### src/design/novcs_pkg.sv
// Shared types and constants for the NoC output port VC scheduler.
// Holds the request structs, the stored flit format and the encodings.
// No dependencies.
package novcs_pkg;

    // Default sizing of the output port.
    localparam int DEF_NUM_PORTS    = 5;
    localparam int DEF_NUM_CHANNELS = 4;

    // Request operation codes.
    localparam logic OP_TICK = 1'b0;
    localparam logic OP_FLIT = 1'b1;

    // Flit kind encodings.
    localparam logic [1:0] HEAD = 2'd0;
    localparam logic [1:0] DATA = 2'd1;
    localparam logic [1:0] TAIL = 2'd2;
    localparam logic [1:0] HDT  = 2'd3;

    // Network flit marker.
    localparam logic NOC = 1'b1;

    // Priority classes carried in the flit.
    localparam logic [1:0] PRIO_BE = 2'd0;
    localparam logic [1:0] PRIO_GT = 2'd1;

    // Statistics class selector values.
    localparam logic [1:0] CLS_ALL = 2'd0;
    localparam logic [1:0] CLS_GT  = 2'd1;
    localparam logic [1:0] CLS_BE  = 2'd2;
    localparam int         NUM_CLS = 3;

    // Configuration register indexes.
    localparam int         CFG_IDX_W       = 1;
    localparam int         CFG_DATA_W      = 2;
    localparam logic [CFG_IDX_W-1:0] CFG_IS_CORE     = 1'b0;
    localparam logic [CFG_IDX_W-1:0] CFG_STATS_CLASS = 1'b1;

    // Input request.
    typedef struct packed {
        logic        operation;
        logic [2:0]  in_port;
        logic [1:0]  vc_id;
        logic [1:0]  flit_kind;
        logic [1:0]  prio_class;
        logic        is_noc;
        logic [31:0] entry_stamp;
        logic [23:0] payload;
        logic [3:0]  credit_free;
    } t_in_item;

    // Result request.
    typedef struct packed {
        logic        out_valid;
        logic [1:0]  out_vc;
        logic [1:0]  out_kind;
        logic [1:0]  out_prio;
        logic        out_is_noc;
        logic [23:0] out_payload;
        logic [31:0] out_stamp;
        logic [4:0]  ready_mask;
        logic [31:0] pkt_total;
        logic [31:0] flit_total;
        logic [47:0] latency_total;
    } t_out_item;

    // Flit as kept in a holding or VC register.
    typedef struct packed {
        logic [1:0]  vc;
        logic [1:0]  kind;
        logic [1:0]  prio;
        logic        noc;
        logic [31:0] stamp;
        logic [23:0] payload;
    } t_flit;

endpackage

### src/design/noc_output_port_vc_scheduler.sv
// Router output port: per-port holding registers, per-VC output registers,
// round-robin VC slot service with downstream credit check and statistics.
// The result of an accepted request is registered in the output register.
// Throughput: one request per cycle while the output is not stalled; all state updates in one pass of logic.
// The output register lets a new request in while the result is being taken.
// Reset (synchronous, active low) clears counters, busy bits and configuration.
// Depends on novcs_pkg.
module noc_output_port_vc_scheduler #(
    parameter int NUM_PORTS    = novcs_pkg::DEF_NUM_PORTS,
    parameter int NUM_CHANNELS = novcs_pkg::DEF_NUM_CHANNELS
) (
    input  logic                                  i_clk,
    input  logic                                  i_rst_n,
    input  logic                                  i_in_valid,
    output logic                                  o_in_stall,
    input  novcs_pkg::t_in_item                   i_in_data,
    output logic                                  o_out_valid,
    input  logic                                  i_out_stall,
    output novcs_pkg::t_out_item                  o_out_data,
    input  logic                                  i_cfg_we,
    input  logic [novcs_pkg::CFG_IDX_W-1:0]       i_cfg_index,
    input  logic [novcs_pkg::CFG_DATA_W-1:0]      i_cfg_wdata
);

    localparam int CW = (NUM_CHANNELS > 1) ? $clog2(NUM_CHANNELS) : 1;
    localparam int PW = (NUM_PORTS > 1) ? $clog2(NUM_PORTS) : 1;
    localparam logic [7:0] PORT_MASK = 8'((9'd1 << NUM_PORTS) - 9'd1);

    // Configuration.
    logic       r_is_core;
    logic [1:0] r_stats_class;

    // Control state.
    logic [31:0]             r_cycle, n_cycle;
    logic [CW-1:0]           r_slot, n_slot;
    logic [NUM_CHANNELS-1:0] r_vc_busy, n_vc_busy;
    logic [NUM_PORTS-1:0]    r_hold_busy, n_hold_busy;
    logic [31:0]             r_pkt  [novcs_pkg::NUM_CLS];
    logic [31:0]             n_pkt  [novcs_pkg::NUM_CLS];
    logic [31:0]             r_flits[novcs_pkg::NUM_CLS];
    logic [31:0]             n_flits[novcs_pkg::NUM_CLS];
    logic [47:0]             r_lat  [novcs_pkg::NUM_CLS];
    logic [47:0]             n_lat  [novcs_pkg::NUM_CLS];

    // Flit storage.
    novcs_pkg::t_flit r_vc_flit  [NUM_CHANNELS];
    novcs_pkg::t_flit n_vc_flit  [NUM_CHANNELS];
    novcs_pkg::t_flit r_hold_flit[NUM_PORTS];
    novcs_pkg::t_flit n_hold_flit[NUM_PORTS];

    // Output register.
    logic                 r_out_valid;
    novcs_pkg::t_out_item r_out_data, n_out_data;

    logic             w_in_acc;
    logic [3:0]       w_vc_red;
    logic [PW-1:0]    w_port;
    logic [CW-1:0]    w_vidx;
    logic [CW-1:0]    w_hidx;
    logic             w_send;
    novcs_pkg::t_flit w_sflit;
    novcs_pkg::t_flit w_new_flit;
    logic [31:0]      w_lat32;
    logic [47:0]      w_lat48;
    logic [7:0]       w_busy_pad;

    // Handshake: the output register frees up when its result is taken.
    assign w_in_acc    = i_in_valid && !o_in_stall;
    assign o_in_stall  = r_out_valid && i_out_stall;
    assign o_out_valid = r_out_valid;
    assign o_out_data  = r_out_data;

    // Arriving VC number reduced modulo the channel count (value below four).
    always_comb begin
        w_vc_red = {2'b00, i_in_data.vc_id};
        for (int k = 0; k < 3; k++) begin
            if (w_vc_red >= 4'(NUM_CHANNELS)) begin
                w_vc_red = w_vc_red - 4'(NUM_CHANNELS);
            end
        end
    end

    assign w_port = PW'(i_in_data.in_port);

    always_comb begin
        w_new_flit.vc      = w_vc_red[1:0];
        w_new_flit.kind    = i_in_data.flit_kind;
        w_new_flit.prio    = i_in_data.prio_class;
        w_new_flit.noc     = i_in_data.is_noc;
        w_new_flit.stamp   = i_in_data.entry_stamp;
        w_new_flit.payload = i_in_data.payload;
    end

    // Next state and result for one request.
    always_comb begin
        n_cycle     = r_cycle;
        n_slot      = r_slot;
        n_vc_busy   = r_vc_busy;
        n_hold_busy = r_hold_busy;
        n_vc_flit   = r_vc_flit;
        n_hold_flit = r_hold_flit;
        n_pkt       = r_pkt;
        n_flits     = r_flits;
        n_lat       = r_lat;
        n_out_data  = '0;
        w_send      = 1'b0;
        w_sflit     = r_vc_flit[0];
        w_lat32     = '0;
        w_lat48     = '0;
        w_vidx      = CW'(w_vc_red[1:0]);
        w_hidx      = '0;

        if (i_in_data.operation == novcs_pkg::OP_TICK) begin
            // Advance the cycle counter and the VC slot; the slot restarts at
            // zero when the counter wraps so it tracks count mod channels.
            n_cycle = r_cycle + 32'd1;
            if (n_cycle == 32'd0 || r_slot == CW'(NUM_CHANNELS - 1)) begin
                n_slot = '0;
            end else begin
                n_slot = r_slot + CW'(1);
            end

            // Serve the slot if it holds a flit and credit allows or the port is a core port.
            w_sflit = r_vc_flit[n_slot];
            if (r_vc_busy[n_slot] &&
                (r_is_core || i_in_data.credit_free[w_sflit.vc])) begin
                w_send                 = 1'b1;
                n_vc_busy[n_slot]      = 1'b0;
                n_out_data.out_valid   = 1'b1;
                n_out_data.out_vc      = w_sflit.vc;
                n_out_data.out_kind    = w_sflit.kind;
                n_out_data.out_prio    = w_sflit.prio;
                n_out_data.out_is_noc  = w_sflit.noc;
                n_out_data.out_payload = w_sflit.payload;
                n_out_data.out_stamp   = r_is_core ? w_sflit.stamp : n_cycle;
            end

            // Statistics for a sent network flit.
            w_lat32 = n_cycle - 32'd1 - w_sflit.stamp;
            w_lat48 = {16'd0, w_lat32};
            if (w_send && w_sflit.noc == novcs_pkg::NOC) begin
                if (w_sflit.kind == novcs_pkg::TAIL || w_sflit.kind == novcs_pkg::HDT) begin
                    n_lat[novcs_pkg::CLS_ALL] = r_lat[novcs_pkg::CLS_ALL] + w_lat48;
                    n_pkt[novcs_pkg::CLS_ALL] = r_pkt[novcs_pkg::CLS_ALL] + 32'd1;
                    if (w_sflit.prio == novcs_pkg::PRIO_GT) begin
                        n_lat[novcs_pkg::CLS_GT] = r_lat[novcs_pkg::CLS_GT] + w_lat48;
                        n_pkt[novcs_pkg::CLS_GT] = r_pkt[novcs_pkg::CLS_GT] + 32'd1;
                    end else if (w_sflit.prio == novcs_pkg::PRIO_BE) begin
                        n_lat[novcs_pkg::CLS_BE] = r_lat[novcs_pkg::CLS_BE] + w_lat48;
                        n_pkt[novcs_pkg::CLS_BE] = r_pkt[novcs_pkg::CLS_BE] + 32'd1;
                    end
                end
                n_flits[novcs_pkg::CLS_ALL] = r_flits[novcs_pkg::CLS_ALL] + 32'd1;
                if (w_sflit.prio == novcs_pkg::PRIO_GT) begin
                    n_flits[novcs_pkg::CLS_GT] = r_flits[novcs_pkg::CLS_GT] + 32'd1;
                end else if (w_sflit.prio == novcs_pkg::PRIO_BE) begin
                    n_flits[novcs_pkg::CLS_BE] = r_flits[novcs_pkg::CLS_BE] + 32'd1;
                end
            end

            // Move waiting flits into free VC registers, lowest port first.
            for (int p = 0; p < NUM_PORTS; p++) begin
                w_hidx = CW'(r_hold_flit[p].vc);
                if (r_hold_busy[p] && !n_vc_busy[w_hidx]) begin
                    n_vc_flit[w_hidx] = r_hold_flit[p];
                    n_vc_busy[w_hidx] = 1'b1;
                    n_hold_busy[p]    = 1'b0;
                end
            end
        end else if ({1'b0, i_in_data.in_port} < 4'(NUM_PORTS)) begin
            // Flit arrival: write it into its VC register if free, else into its port's holding register.
            if (!r_vc_busy[w_vidx]) begin
                n_vc_flit[w_vidx]   = w_new_flit;
                n_vc_busy[w_vidx]   = 1'b1;
                n_hold_busy[w_port] = 1'b0;
            end else begin
                n_hold_flit[w_port] = w_new_flit;
                n_hold_busy[w_port] = 1'b1;
            end
        end

        // Holding register status and the selected counter set.
        w_busy_pad            = 8'(n_hold_busy);
        n_out_data.ready_mask = 5'(~w_busy_pad & PORT_MASK);
        case (r_stats_class)
            novcs_pkg::CLS_ALL, novcs_pkg::CLS_GT, novcs_pkg::CLS_BE: begin
                n_out_data.pkt_total     = n_pkt[r_stats_class];
                n_out_data.flit_total    = n_flits[r_stats_class];
                n_out_data.latency_total = n_lat[r_stats_class];
            end
            default: begin
                n_out_data.pkt_total     = '0;
                n_out_data.flit_total    = '0;
                n_out_data.latency_total = '0;
            end
        endcase
    end

    // Configuration writes.
    always_ff @(posedge i_clk) begin
        if (!i_rst_n) begin
            r_is_core     <= 1'b0;
            r_stats_class <= novcs_pkg::CLS_ALL;
        end else if (i_cfg_we) begin
            case (i_cfg_index)
                novcs_pkg::CFG_IS_CORE:     r_is_core     <= i_cfg_wdata[0];
                novcs_pkg::CFG_STATS_CLASS: r_stats_class <= i_cfg_wdata;
                default: ;
            endcase
        end
    end

    // Control state and counters.
    always_ff @(posedge i_clk) begin
        if (!i_rst_n) begin
            r_cycle     <= '0;
            r_slot      <= '0;
            r_vc_busy   <= '0;
            r_hold_busy <= '0;
            for (int c = 0; c < novcs_pkg::NUM_CLS; c++) begin
                r_pkt[c]   <= '0;
                r_flits[c] <= '0;
                r_lat[c]   <= '0;
            end
        end else if (w_in_acc) begin
            r_cycle     <= n_cycle;
            r_slot      <= n_slot;
            r_vc_busy   <= n_vc_busy;
            r_hold_busy <= n_hold_busy;
            r_pkt       <= n_pkt;
            r_flits     <= n_flits;
            r_lat       <= n_lat;
        end
    end

    // Flit storage, read only while its busy bit is set.
    always_ff @(posedge i_clk) begin
        if (w_in_acc) begin
            r_vc_flit   <= n_vc_flit;
            r_hold_flit <= n_hold_flit;
        end
    end

    // Result register.
    always_ff @(posedge i_clk) begin
        if (!i_rst_n) begin
            r_out_valid <= 1'b0;
        end else if (w_in_acc) begin
            r_out_valid <= 1'b1;
        end else if (!i_out_stall) begin
            r_out_valid <= 1'b0;
        end
    end

    always_ff @(posedge i_clk) begin
        if (w_in_acc) begin
            r_out_data <= n_out_data;
        end
    end

    // Every accepted request leaves a result in the output register.
    a_result_follows: assert property (@(posedge i_clk) disable iff (!i_rst_n)
        w_in_acc |=> r_out_valid)
        else $error("accepted request produced no result");

    // A tick advances the cycle counter by exactly one.
    a_tick_counts: assert property (@(posedge i_clk) disable iff (!i_rst_n)
        (w_in_acc && i_in_data.operation == novcs_pkg::OP_TICK)
        |=> r_cycle == $past(r_cycle) + 32'd1)
        else $error("cycle counter did not advance on a tick");

    // A flit arrival never sends a flit.
    a_flit_no_send: assert property (@(posedge i_clk) disable iff (!i_rst_n)
        (w_in_acc && i_in_data.operation == novcs_pkg::OP_FLIT)
        |=> !r_out_data.out_valid)
        else $error("flit arrival reported a send");

    // A send only happens from a VC register that holds a flit.
    a_send_had_flit: assert property (@(posedge i_clk) disable iff (!i_rst_n)
        (w_in_acc && w_send) |-> r_vc_busy[n_slot])
        else $error("send from an empty VC register");

    // Without a send, the payload and stamp of the result are zero.
    a_idle_fields: assert property (@(posedge i_clk) disable iff (!i_rst_n)
        (r_out_valid && !r_out_data.out_valid)
        |-> (r_out_data.out_payload == 24'd0 && r_out_data.out_stamp == 32'd0))
        else $error("flit fields set without a send");

endmodule
### config.mk
export PLATFORM = sky130hd
export DESIGN_NAME = noc_output_port_vc_scheduler
export DESIGN_NICKNAME = d
export VERILOG_FILES = /design/src/design/novcs_pkg.sv /design/src/design/noc_output_port_vc_scheduler.sv
export SDC_FILE = /design/constraint.sdc
export NUM_CORES = 2
export LEC_CHECK = 0
export BUFFER_PORTS_ARGS = -buffer_cell sky130_fd_sc_hd__buf_2
export CAP_MARGIN = 20
export CORE_ASPECT_RATIO = 0.9
export CORE_MARGIN = 4
export CORE_UTILIZATION = 45
export CTS_CLUSTER_SIZE = 30
export DETAILED_ROUTE_END_ITERATION = 8
export GPL_ROUTABILITY_DRIVEN = 0
export GPL_TIMING_DRIVEN = 0
export PLACE_DENSITY_LB_ADDON = 0.08
export SYNTH_ARGS = -nofsm -noshare
export SYNTH_HDL_FRONTEND = slang
export SYNTH_SLANG_ARGS = --single-unit
### constraint.sdc
create_clock -name i_clk -period 9.2 [get_ports i_clk]
set_input_delay 0 -clock i_clk [delete_from_list [all_inputs] [get_ports i_clk]]
set_output_delay 0 -clock i_clk [all_outputs]
set_load 0.02 [all_outputs]
==> key figures <==
Die
  • Top-level I/O count: ~260
  • # rows: 136
  • DIE AREA: 0.160 mm²
  • Initial core utilization: 0.453
  • Core area: 0.153 mm²
  • Die outline height: 380 µm
  • Width of the die: 422 µm

STA
  • Maximum clock skew at final layout: between 0.03 and 0.04 ns
  • Pins Over Slew Limit: 3
  • Unrepaired setup endpoints after global routing: true
  • Number of endpoints with negative hold slack in the final report: 0
  • Final count of negative-setup-slack endpoints: 57
  • Total negative slack for setup checks: -10.44 ns
  • Relative max-transition margin: -0.0482
  • Slew @ Worst Pin: 1.57 ns
  • Worst path setup slack after routing: -0.476 ns
  • Period minus WS final: 9.68 ns
  • Crit share post-route: 1.05
  • FMAX: 0.103 GHz

Pwr
  • Total chip power: 13.6 mW
  • Static leakage: approximately 30 nW
  • Max IR drop VDD: 153 µV
  • Power density normalized to cell area: 164 mW/mm²

Placed design
  • HPWL Detailed: about 220 mm
  • Port buffer count: 261

Clock tree
  • Maximum number of buffers from clock root to sink: 3
  • Clock transition time at the flip-flop clock pins of the worst setup and hold paths: 0.07 ns
  • Clock network latency to the later pin of the worst-skew pair: 0.81 ns
  • CTS tree: yes
  • CTS root buffer: clkbuf_16
  • Number of buffers created by CTS: 133
  • Max H-tree Level: 4
  • Sinks on Clock Net: between 1k and 1.5k

Global routing
  • Largest net degree at the start of global routing: 44
  • First-pass GRT wire length: 442 mm
  • Aggregate global routing overflow: 0
  • Total GRT Usage: 0.373
  • Number of global-route vias before repair: approximately 65k
  • Initial antenna violation count: 15

Synth
  • Number of distinct library cells after synthesis: between 100 and 150
  • Cells after Synth: 7,776
  • Register bit count reported by yosys: 1,131
  • Flip-flop cell with the highest count after synthesis: edfxtp_1
  • Fraction of the yosys area taken by sequential cells: 0.435
  • Warning count from the yosys run: 0
  • Synth Net Count: 7,991
  • Async set or reset register ratio after synthesis: 0
  • Mean post-synth cell area: 8.92 µm²
  • Synth Cell Area: 0.0693 mm²
  • Number of enable-type register cells in the synthesized netlist: 748

Cells and area
  • Most common library cell in the layout ignoring fill and taps: nor2_1
  • Area growth, synth to finish: 18.9%
  • Ratio of cells with drive above 1 in the final layout: 0.130
  • Highest-count cells in the layout ignoring fill and taps: 1,035 x nor2_1, 748 x edfxtp_1, 617 x nand2_1
  • Number of nets in the layout: 8,651
  • Fillers: ~14k

Routing
  • Number of design rule violations left after detail routing: 0
  • Antenna Nets Post-Route: 0
  • Post-detailed-routing wire length: 313 mm
  • Violation count after the first detailed-routing iteration: 10.2k
  • Vias per std cell: 6.45
  • First drt pass iteration count: 9
  • Routed vias: 68.1k
  • Routed WL per cell: 29.6 µm

Critical path
  • Biggest cell delay along the critical path: 0.58 ns
  • Source of the worst register-to-register timing path: r_slot[0]
  • Internal reg-to-reg setup slack: -0.48 ns
  • Worst reg2reg path endpoint: o_out_data[36]
  • Data required, critical path: 9.69 ns
  • Capturing instance or port of the critical path: o_out_data[36]
  • Endpoint arrival time on the critical path: 10.16 ns
  • Critical path endpoint category: register
  • Worst r2r path cells: 36
  • Crit path max fanout: 10
  • Worst Path Class, Setup: reg2reg
  • Crit path launch: r_slot[0]
  • CP Launch Type: register
  • Slowest cell on the critical path: clkdlybuf4s15_2

Worst hold path
  • Worst min-delay path class: in2reg

Flow run
  • Number of max-cap violations: 0

Run status
  • Violations in the final reports: slew limit, setup timing
  • Outcome: finished with violations
## cell families after synthesis
| logic type | after synthesis | share of synthesized area |
|---|---|---|
| flip-flops | 1131 | 0.435 |
| adder cells (fa/ha/maj) | 137 | 0.0251 |
| AND/OR/NAND/NOR | 2845 | 0.190 |
| multiplexers | 441 | 0.0656 |
| XOR/XNOR | 549 | 0.0694 |
| buffers and inverters | 681 | 0.0383 |
| AO/OA/AOI/OAI | 1992 | 0.177 |
## state kept, by name (all words and copies together), names as in the netlist
signal         cells
o_out_data       181
o_out_valid        1
r_cycle           32
r_flits           96
r_hold_busy        5
r_hold_flit      315
r_is_core          1
r_lat            144
r_pkt             96
r_slot             2
r_stats_class      2
r_vc_busy          4
r_vc_flit        252
## layout make-up
type                    count  area, µm²  share of cell area
repair buffers            538       4260              0.0517
inverters                 102        388             0.00471
clock inverters            82        870              0.0106
well taps                2001       2500              0.0304
multi-input cells        5964      38200               0.464
plain buffers             566       2440              0.0296
flip-flops and latches   1131      30100               0.366
diodes                      9       22.5            0.000273
clock buffers             163       3560              0.0432
## cells in the mapped netlist, drive strengths merged (18+ instances only)
library cell,n,share of area
mux2,54,0.0088
and3,69,0.0062
nor2b,85,0.0077
ha,132,0.024
o211ai,18,0.0019
a21oi,620,0.045
a21o,33,0.0036
a22oi,139,0.015
nor3,245,0.018
o22ai,88,0.0079
nand2,625,0.034
o21bai,21,0.0023
xor2,240,0.030
o21ai,527,0.038
nand4,73,0.0072
nor4,39,0.0051
o21a,18,0.0019
edfxtp,748,0.32
nand2b,34,0.0031
xnor2,309,0.039
or3,99,0.0089
and2,55,0.0050
nor2,1054,0.057
dfxtp,383,0.11
a211oi,305,0.033
mux2i,382,0.055
a311oi,64,0.0081
buf,123,0.0081
nand3,377,0.027
or2,30,0.0027
inv,100,0.0055
clkbuf,456,0.025
o221ai,29,0.0037
## metal layers
layer,part of all wire,routed length (µm),track usage,up-vias
met1,0.36,112000,0.446,32100
met5,0.00026,80,0.00179,-
li1,-,-,-,29700
met2,0.44,136000,0.574,4884
met3,0.12,37000,0.110,1361
met4,0.087,27300,0.266,8
## what timing repair did
action | 4_1_cts | 5_1_grt
endpoints found under the setup margin | 163 | 94
hold buffers | 82 | 0
buffers inserted | 112 | 25
resized for setup | 320 | 82
hold endpoints to repair | 637 | 0
pin swaps | 119 | 75
## power by group
part	switching (mW)	total [mW]	leakage [nW]	internal (mW)
registers	0.0908	5.68	10.1	5.59
logic	1.52	2.32	17.8	0.795
clock network	2.34	5.55	2.16	3.21
## per-stage QoR
step,setup WS [ns],cell area [µm²],hold WS (ns),std cells,util
2_1_floorplan,0.00793,69300,0.0989,7776,-
3_3_place_gp,-4.40,73100,0.225,10000,0.478
3_5_place_dp,-3.98,74100,0.233,10100,0.485
4_1_cts,-0.133,81800,0.00785,10500,0.535
5_1_grt,-0.589,82400,0.0663,10500,0.539
6_report,-0.476,82400,0.0434,10600,0.539
## critical path, delay by kind of cell (launching register included)
kind | cells | cell delay (ns)
xor gates and xnor gates | 2 | 0.53
adders and majority gates | 3 | 0.81
AOI/OAI and AO/OA | 13 | 2.74
DFF | 1 | 0.42
buffers and inverters | 10 | 3.30
muxes | 1 | 0.31
and+or+nand+nor | 7 | 1.13
## worst min path at each step
| stage | startpoint | end | slack [ns] | cells after the start |
|---|---|---|---|---|
| after global placement | i_in_valid | o_out_valid | 0.22 | 2 |
| after detailed placement | i_in_valid | o_out_valid | 0.23 | 2 |
| after CTS | i_in_data[18] | r_hold_flit[266] | 0.008 | 2 |
| after floorplan | i_in_data[4] | r_hold_flit[0] | 0.1 | 0 |
| after global routing | i_in_data[63] | r_hold_flit[59] | 0.07 | 2 |
| final | i_in_data[13] | r_hold_flit[261] | 0.04 | 2 |
(Power assumes the default switching activity.)
